<file path="config.mk">
export PLATFORM = sky130hd
export DESIGN_NAME = two_view_confidence_blend_unit
export DESIGN_NICKNAME = d
export VERILOG_FILES = /design/src/sv/tvcb_pkg.sv /design/src/sv/two_view_confidence_blend_unit.sv
export SDC_FILE = /design/constraint.sdc
export NUM_CORES = 2
export LEC_CHECK = 0
export BUFFER_PORTS_ARGS = -buffer_cell sky130_fd_sc_hd__buf_2
export CORE_AREA = 2 2 356 358
export CTS_CLUSTER_SIZE = 14
export DETAILED_ROUTE_END_ITERATION = 8
export DIE_AREA = 0 0 358 360
export PLACE_DENSITY = 0.83
export SLEW_MARGIN = 20
export SYNTH_ARGS = -nofsm -noshare
export SYNTH_HDL_FRONTEND = slang
export SYNTH_SLANG_ARGS = --single-unit
</file>
<file path="constraint.sdc">
create_clock -name clk -period 9.9 [get_ports clk]
set_input_delay 0.495 -clock clk [delete_from_list [all_inputs] [get_ports clk]]
set_output_delay 0.495 -clock clk [all_outputs]
set_load 0.1 [all_outputs]
</file>
<file path="src/sv/tvcb_pkg.sv">
`timescale 1ns / 1ps

package tvcb_pkg;

  localparam int CONF_BITS  = 16;
  localparam int DEPTH_BITS = 16;
  localparam int COLOR_BITS = 8;
  localparam int NUM_CH     = 3;

  // product of one confidence and one byte, sum over two views
  localparam int PROD_W = CONF_BITS + COLOR_BITS;
  localparam int ACC_W  = PROD_W + 1;
  localparam int SUM_W  = CONF_BITS + 1;

  // quotient bits, two per divide stage
  localparam int Q_W        = COLOR_BITS;
  localparam int DIV_STAGES = Q_W / 2;
  localparam int NUM_STAGES = 2 + DIV_STAGES;

  localparam int VIEW_BITS   = CONF_BITS + DEPTH_BITS + NUM_CH * COLOR_BITS;
  localparam int IN_TDATA_W  = ((2 * VIEW_BITS + 7) / 8) * 8;
  localparam int OUT_BITS    = NUM_CH * COLOR_BITS + DEPTH_BITS;
  localparam int OUT_TDATA_W = ((OUT_BITS + 7) / 8) * 8;
  localparam int IN_TUSER_W  = 2;
  localparam int OUT_TUSER_W = 1;

  typedef struct packed {
    logic [NUM_CH-1:0][PROD_W-1:0] pa;
    logic [NUM_CH-1:0][PROD_W-1:0] pb;
    logic [CONF_BITS-1:0]          ca;
    logic [CONF_BITS-1:0]          cb;
    logic [DEPTH_BITS-1:0]         depth;
  } mul_t;

  typedef struct packed {
    logic [NUM_CH-1:0][ACC_W-1:0]  acc;
    logic [SUM_W-1:0]              sum;
    logic [DEPTH_BITS-1:0]         depth;
  } sum_t;

  typedef struct packed {
    logic [NUM_CH-1:0][ACC_W-1:0]  rem;
    logic [NUM_CH-1:0][Q_W-1:0]    q;
    logic [SUM_W-1:0]              sum;
    logic [DEPTH_BITS-1:0]         depth;
  } div_t;

endpackage

</file>
<file path="src/sv/two_view_confidence_blend_unit.sv">
`timescale 1ns / 1ps

// channel      dir  tdata (low bit up)                              tuser
// s_*          in   a_conf a_depth a_blue a_green a_red             a_is_main b_is_main
//                   b_conf b_depth b_blue b_green b_red
// m_*          out  out_blue out_green out_red out_depth            written
// cfg_*        in   cfg_wdata = gate_by_label on cfg_we             -
//
// one beat per cycle while the output is not stalled, six register stages from input beat to output beat:
// multiply, sum, then four divide stages of two quotient bits each
// rst clears all stage valid bits and gate_by_label
// each stage holds while the next one is full and stalled, so empty stages
// keep filling under an output stall; nothing is lost or repeated

module two_view_confidence_blend_unit
  import tvcb_pkg::*;
(
  input  logic                   clk,
  input  logic                   rst,
  input  logic                   cfg_we,
  input  logic                   cfg_wdata,
  input  logic                   s_tvalid,
  output logic                   s_tready,
  // a_conf, a_depth, a_blue, a_green, a_red, b_conf, b_depth, b_blue, b_green, b_red
  input  logic [IN_TDATA_W-1:0]  s_tdata,
  // a_is_main, b_is_main
  input  logic [IN_TUSER_W-1:0]  s_tuser,
  output logic                   m_tvalid,
  input  logic                   m_tready,
  // out_blue, out_green, out_red, out_depth
  output logic [OUT_TDATA_W-1:0] m_tdata,
  // written
  output logic [OUT_TUSER_W-1:0] m_tuser
);

  logic                        gate_by_label;
  logic [NUM_STAGES-1:0]       vld;
  logic [NUM_STAGES-1:0]       rdy;

  logic [CONF_BITS-1:0]        a_conf, b_conf;
  logic [DEPTH_BITS-1:0]       a_depth, b_depth;
  logic [NUM_CH-1:0][COLOR_BITS-1:0] a_col, b_col;
  logic                        use_a, use_b;

  mul_t mul, mul_next;
  sum_t sm, sm_next;
  div_t dv [DIV_STAGES];
  div_t dv_in [DIV_STAGES];
  div_t dv_next [DIV_STAGES];

  logic                        written;

  always_ff @(posedge clk) begin
    if (rst) begin
      gate_by_label <= 1'b0;
    end else if (cfg_we) begin
      gate_by_label <= cfg_wdata;
    end
  end

  // stage handshake
  always_comb begin
    rdy[NUM_STAGES-1] = !vld[NUM_STAGES-1] || m_tready;
    for (int k = NUM_STAGES - 2; k >= 0; k--) begin
      rdy[k] = !vld[k] || rdy[k+1];
    end
  end

  always_ff @(posedge clk) begin
    if (rst) begin
      vld <= '0;
    end else begin
      if (rdy[0]) begin
        vld[0] <= s_tvalid;
      end
      for (int k = 1; k < NUM_STAGES; k++) begin
        if (rdy[k]) begin
          vld[k] <= vld[k-1];
        end
      end
    end
  end

  assign s_tready = rdy[0];

  // unpack
  always_comb begin
    a_conf  = s_tdata[CONF_BITS-1:0];
    a_depth = s_tdata[CONF_BITS +: DEPTH_BITS];
    b_conf  = s_tdata[VIEW_BITS +: CONF_BITS];
    b_depth = s_tdata[VIEW_BITS + CONF_BITS +: DEPTH_BITS];
    for (int c = 0; c < NUM_CH; c++) begin
      a_col[c] = s_tdata[CONF_BITS + DEPTH_BITS + c * COLOR_BITS +: COLOR_BITS];
      b_col[c] = s_tdata[VIEW_BITS + CONF_BITS + DEPTH_BITS + c * COLOR_BITS +: COLOR_BITS];
    end
    use_a = !gate_by_label || s_tuser[0];
    use_b = !gate_by_label || s_tuser[1];
  end

  // stage 1: gate, multiply, min depth
  always_comb begin
    mul_next.ca = use_a ? a_conf : '0;
    mul_next.cb = use_b ? b_conf : '0;
    for (int c = 0; c < NUM_CH; c++) begin
      mul_next.pa[c] = PROD_W'(mul_next.ca) * PROD_W'(a_col[c]);
      mul_next.pb[c] = PROD_W'(mul_next.cb) * PROD_W'(b_col[c]);
    end
    if (use_a && use_b) begin
      mul_next.depth = (b_depth < a_depth) ? b_depth : a_depth;
    end else if (use_a) begin
      mul_next.depth = a_depth;
    end else if (use_b) begin
      mul_next.depth = b_depth;
    end else begin
      mul_next.depth = '0;
    end
  end

  always_ff @(posedge clk) begin
    if (rdy[0]) begin
      mul <= mul_next;
    end
  end

  // stage 2: sums
  always_comb begin
    for (int c = 0; c < NUM_CH; c++) begin
      sm_next.acc[c] = ACC_W'(mul.pa[c]) + ACC_W'(mul.pb[c]);
    end
    sm_next.sum   = SUM_W'(mul.ca) + SUM_W'(mul.cb);
    sm_next.depth = mul.depth;
  end

  always_ff @(posedge clk) begin
    if (rdy[1]) begin
      sm <= sm_next;
    end
  end

  // divide stages, restoring, quotient fits in one byte
  always_comb begin
    dv_in[0].rem   = sm.acc;
    dv_in[0].q     = '0;
    dv_in[0].sum   = sm.sum;
    dv_in[0].depth = sm.depth;
    for (int k = 1; k < DIV_STAGES; k++) begin
      dv_in[k] = dv[k-1];
    end
  end

  for (genvar k = 0; k < DIV_STAGES; k++) begin : g_div
    localparam int HI = Q_W - 1 - 2 * k;

    always_comb begin
      logic [ACC_W-1:0] shd;
      dv_next[k] = dv_in[k];
      for (int j = 0; j < 2; j++) begin
        shd = ACC_W'(dv_in[k].sum) << (HI - j);
        for (int c = 0; c < NUM_CH; c++) begin
          if (dv_next[k].rem[c] >= shd) begin
            dv_next[k].rem[c]        = dv_next[k].rem[c] - shd;
            dv_next[k].q[c][HI - j]  = 1'b1;
          end
        end
      end
    end

    always_ff @(posedge clk) begin
      if (rdy[2 + k]) begin
        dv[k] <= dv_next[k];
      end
    end
  end

  // output
  assign written  = (dv[DIV_STAGES-1].sum != '0);
  assign m_tvalid = vld[NUM_STAGES-1];
  assign m_tuser  = OUT_TUSER_W'(written);

  always_comb begin
    m_tdata = '0;
    if (written) begin
      for (int c = 0; c < NUM_CH; c++) begin
        m_tdata[c * COLOR_BITS +: COLOR_BITS] = dv[DIV_STAGES-1].q[c];
      end
      m_tdata[NUM_CH * COLOR_BITS +: DEPTH_BITS] = dv[DIV_STAGES-1].depth;
    end
  end

endmodule

</file>
==> reports/metrics.yaml <==
place:
  portBuffers: 162
  gp_congestion: 0.978
  pre_cts_slack_ns: 2.75
  post_dp_cell_area_um2: 76900
  dp_hpwl_um: 151000
cells_and_area:
  drive_above_1_share_pct: 7.24
  fin_area_um2: 79800
  nets: 9136
  num-fill-cells: 9849
  syn2layout_area_growth_pct: 6.88
detailed_routing:
  finalWirelength_um: 198000
  post-route-drc-count: 0
  vias_per_cell: 6.20
  final_antenna_net_count: 0
  first_iter_violations: 5220
  dr.pass1.iters: 6
  avgRoutedWirePerCell_um: 21.0
  vias: 58552
global_routing:
  grt_pass1_wl_um: 313000
  grt_start_max_net_pins: 161
  use_met3_pct: 4.34
  grt_busiest_layer: "met2"
  gr-total-overflow: 0
  met2_usage_pct: 50.4
  grtUsageTotal_pct: 30.7
  first_global_vias: 58869
  antenna_found_initial: 10
  use_met1_pct: 37.2
critical_path:
  r2r_end: "dv[0][115]$_DFFE_PP_"
  cp.required_ns: 10.35
  crit_path_max_fanout: 25
  r2r_slack_ns: 2.70
  worstSetupEndpointType: "flop"
  crit_end: "dv[0][115]$_DFFE_PP_"
  critPathArrivalTime_ns: 7.65
  startpoint_type: "flop"
  reg2reg_from: "dv_in[412]$_DFFE_PP_"
  reg2reg_depth: 22
  crit_type: "flop to flop"
  worstSetupStartpoint: "dv_in[412]$_DFFE_PP_"
synth:
  synthDistinctLibCells: 99
  ys_ff_latch: 724
  syn-instance-count: 7688
  dominantRegCellSynth: "edfxtp_1"
  ys_seq_area_share_pct: 29.0
  synth-edff-count: 717
  synth_area_leaders: "edfxtp_1 29%, fa_1 14%, ha_1 13%"
  async_flop_share_pct: 0
  synth_top_cell_area_share_pct: 28.8
  syn_area_per_cell_um2: 9.71
  syn_nets: 9112
  yosysTopAreaCell: "edfxtp_1"
  syn_area_um2: 74700
  yosysWarnings: 0
floorplanning:
  die_x_um: 358
  row_count: 130
  die_area_um2: 129000
  pin_count: 163
  core_region_area_um2: 125000
  initial_utilization_pct: 59.8
  die_y_um: 360
clock_tree:
  postCtsSetupBuffers: 0
  tritoncts: "done"
  cts_num_sinks: 724
  cts-root-buf: "clkbuf_16"
  cts_buffers: 85
  htreeDepth: 3
  cts.clk_slew.worst_paths_ns: 0.06
  post_cts_resized: 0
  clockBufferDepth: 3
  clk_latency_ns: 0.72
timing:
  maxSlewViolCount: 0
  post-route-period-util_pct: 72.8
  hold_viol: 0
  min_period_ns: 7.20
  finalSetupTns_ns: 0
  finalSetupViolCount: 0
  worst_pin_slew_ns: 1.11
  fmax_mhz: 139
  setup_slack_ns: 2.70
  slew_headroom_pct: 25.8
  grt_setup_unrepaired: "no"
  skew_ns: 0.0520
job:
  maxCapViolations: 0
min_path:
  min_path_type: "input pin to flop"
  min_from: "cfg_we"
status:
  outcome: "finished clean"
-- area by class of cell --
| class | instances | area, um2 | share of cell area [%] |
|---|---|---|---|
| Multi-Input combinational cell | 5856 | 48900 | 61.2 |
| Sequential cell | 724 | 21700 | 27.2 |
| Inverter | 843 | 3170 | 3.97 |
| Clock buffer | 104 | 2260 | 2.83 |
| Tap cell | 1650 | 2060 | 2.59 |
| Timing Repair Buffer | 202 | 1130 | 1.42 |
| Clock inverter | 56 | 631 | 0.790 |
| Antenna cell | 6 | 15.0 | 0.0188 |
-- cells in the mapped netlist (11+ instances only) --
master	n
nor3b_1	14
o31a_1	27
nand3_1	115
a21o_1	167
edfxtp_1	717
a21boi_0	25
or2_2	18
nand4b_1	11
xor2_1	127
ha_1	775
mux2i_1	33
o21a_1	93
nor2_1	463
o2111ai_1	11
nand4_1	75
xnor2_1	343
nor4_1	39
a211oi_1	53
a22o_1	18
nor3_1	118
o21ai_0	319
fa_1	529
o211ai_1	39
or4_1	16
a31oi_1	34
a21oi_1	482
o21bai_1	41
o31ai_1	39
buf_2	11
nor2b_1	127
clkbuf_1	239
o41ai_1	25
and2_1	61
inv_1	836
or3_1	48
nand2b_1	81
nand2_1	432
nand3b_1	11
and3_1	703
mux2_2	158
a211o_1	20
-- repair_timing --
item / 4_1_cts / 5_1_grt
hold buffers: 2 / 0
endpoints found under the hold margin: 2 / 0
endpoints found under the setup margin: 0 / 0
-- cell usage in the layout, fill, tap and decap left out, types with 18 or more instances in the layout --
cell type / Yosys / routed
fa_1: 529 / 529
nor2b_1: 127 / 126
buf_4: 1 / 36
xnor2_1: 343 / 343
o41ai_1: 25 / 25
nand2_1: 432 / 430
and3_1: 703 / 703
a21o_1: 167 / 167
nand2b_1: 81 / 79
a21boi_0: 25 / 25
nor2_1: 463 / 463
xor2_1: 127 / 127
a21oi_1: 482 / 481
o211ai_1: 39 / 39
o21ai_0: 319 / 319
buf_2: 11 / 162
a211oi_1: 53 / 53
o21bai_1: 41 / 41
mux2i_1: 33 / 33
nand4_1: 75 / 75
o31ai_1: 39 / 39
a211o_1: 20 / 20
nor4_1: 39 / 37
ha_1: 775 / 775
edfxtp_1: 717 / 717
and2_1: 61 / 61
inv_1: 836 / 834
mux2_2: 158 / 158
or3_1: 48 / 48
o31a_1: 27 / 27
o21a_1: 93 / 93
a31oi_1: 34 / 34
nand3_1: 115 / 114
clkbuf_16: 0 / 87
a22o_1: 18 / 18
or2_2: 18 / 18
nor3_1: 118 / 118
-- worst min-delay path by stage --
stage	slack (ns)	cells past startpoint	to
5_1_grt	0.04	3	gate_by_label$_SDFFE_PP0P_
4_1_cts	0.01	3	gate_by_label$_SDFFE_PP0P_
3_5_place_dp	0.40	0	dv[0][0]$_DFFE_PP_
2_1_floorplan	0.40	0	dv[0][0]$_DFFE_PP_
3_3_place_gp	0.40	0	dv_in[396]$_DFFE_PP_
6_report	0.04	3	gate_by_label$_SDFFE_PP0P_
-- kinds of logic after synthesis --
| logic type | count (synthesis) | share of synthesized area [%] |
|---|---|---|
| compound gates | 1518 | 13.0 |
| simple gates | 2366 | 16.7 |
| flops | 724 | 29.0 |
| xor+xnor | 470 | 5.51 |
| fa+ha+maj | 1304 | 27.2 |
| buf+inv | 1108 | 5.63 |
| mux | 198 | 2.97 |
-- sequential cells by signal, indices dropped and copies added, names as in the netlist --
register and cells:
vld 6, dv_in 108, mul 192, gate_by_label 1
dv 417
-- per-layer routing --
metal / share of wire (%) / routed length, um
met3: 6.7 / 13300
met2: 47 / 92800
met4: 7.9 / 15700
met1: 38 / 76100
met5: 0.042 / 83
-- critical path: stages, from the launching register on --
cell	delay, ns
edfxtp_1	0.61
ha_1	0.26
inv_1	0.06
fa_1	0.40
a21o_1	0.19
nand3_1	0.11
a21oi_1	0.11
o41a_1	0.35
a21oi_1	0.25
o41a_1	0.30
clkinv_1	0.56
a21oi_1	0.46
ha_1	0.30
nor2b_1	0.14
o21a_1	0.17
o21ai_0	0.23
a21oi_1	0.17
a221o_1	0.36
nor2b_1	0.17
o41ai_2	0.39
or3b_1	0.49
nor2_4	0.44
mux2_2	0.40
-- stage by stage --
| stage | util [%] | hold WS (ns) | cells |
|---|---|---|---|
| 6_report | 63.9 | 0.0430 | 9441 |
| 5_1_grt | 63.9 | 0.0386 | 9438 |
| 4_1_cts | 63.9 | 0.0133 | 9435 |
| 3_5_place_dp | 61.5 | 0.405 | 9273 |
| 3_3_place_gp | 61.5 | 0.401 | 9273 |
| 2_1_floorplan | - | 0.400 | 7688 |
Power is left out: the tool's default activity adds up to more than one toggle a clock period on the data nets, which glitch-free logic cannot reach.
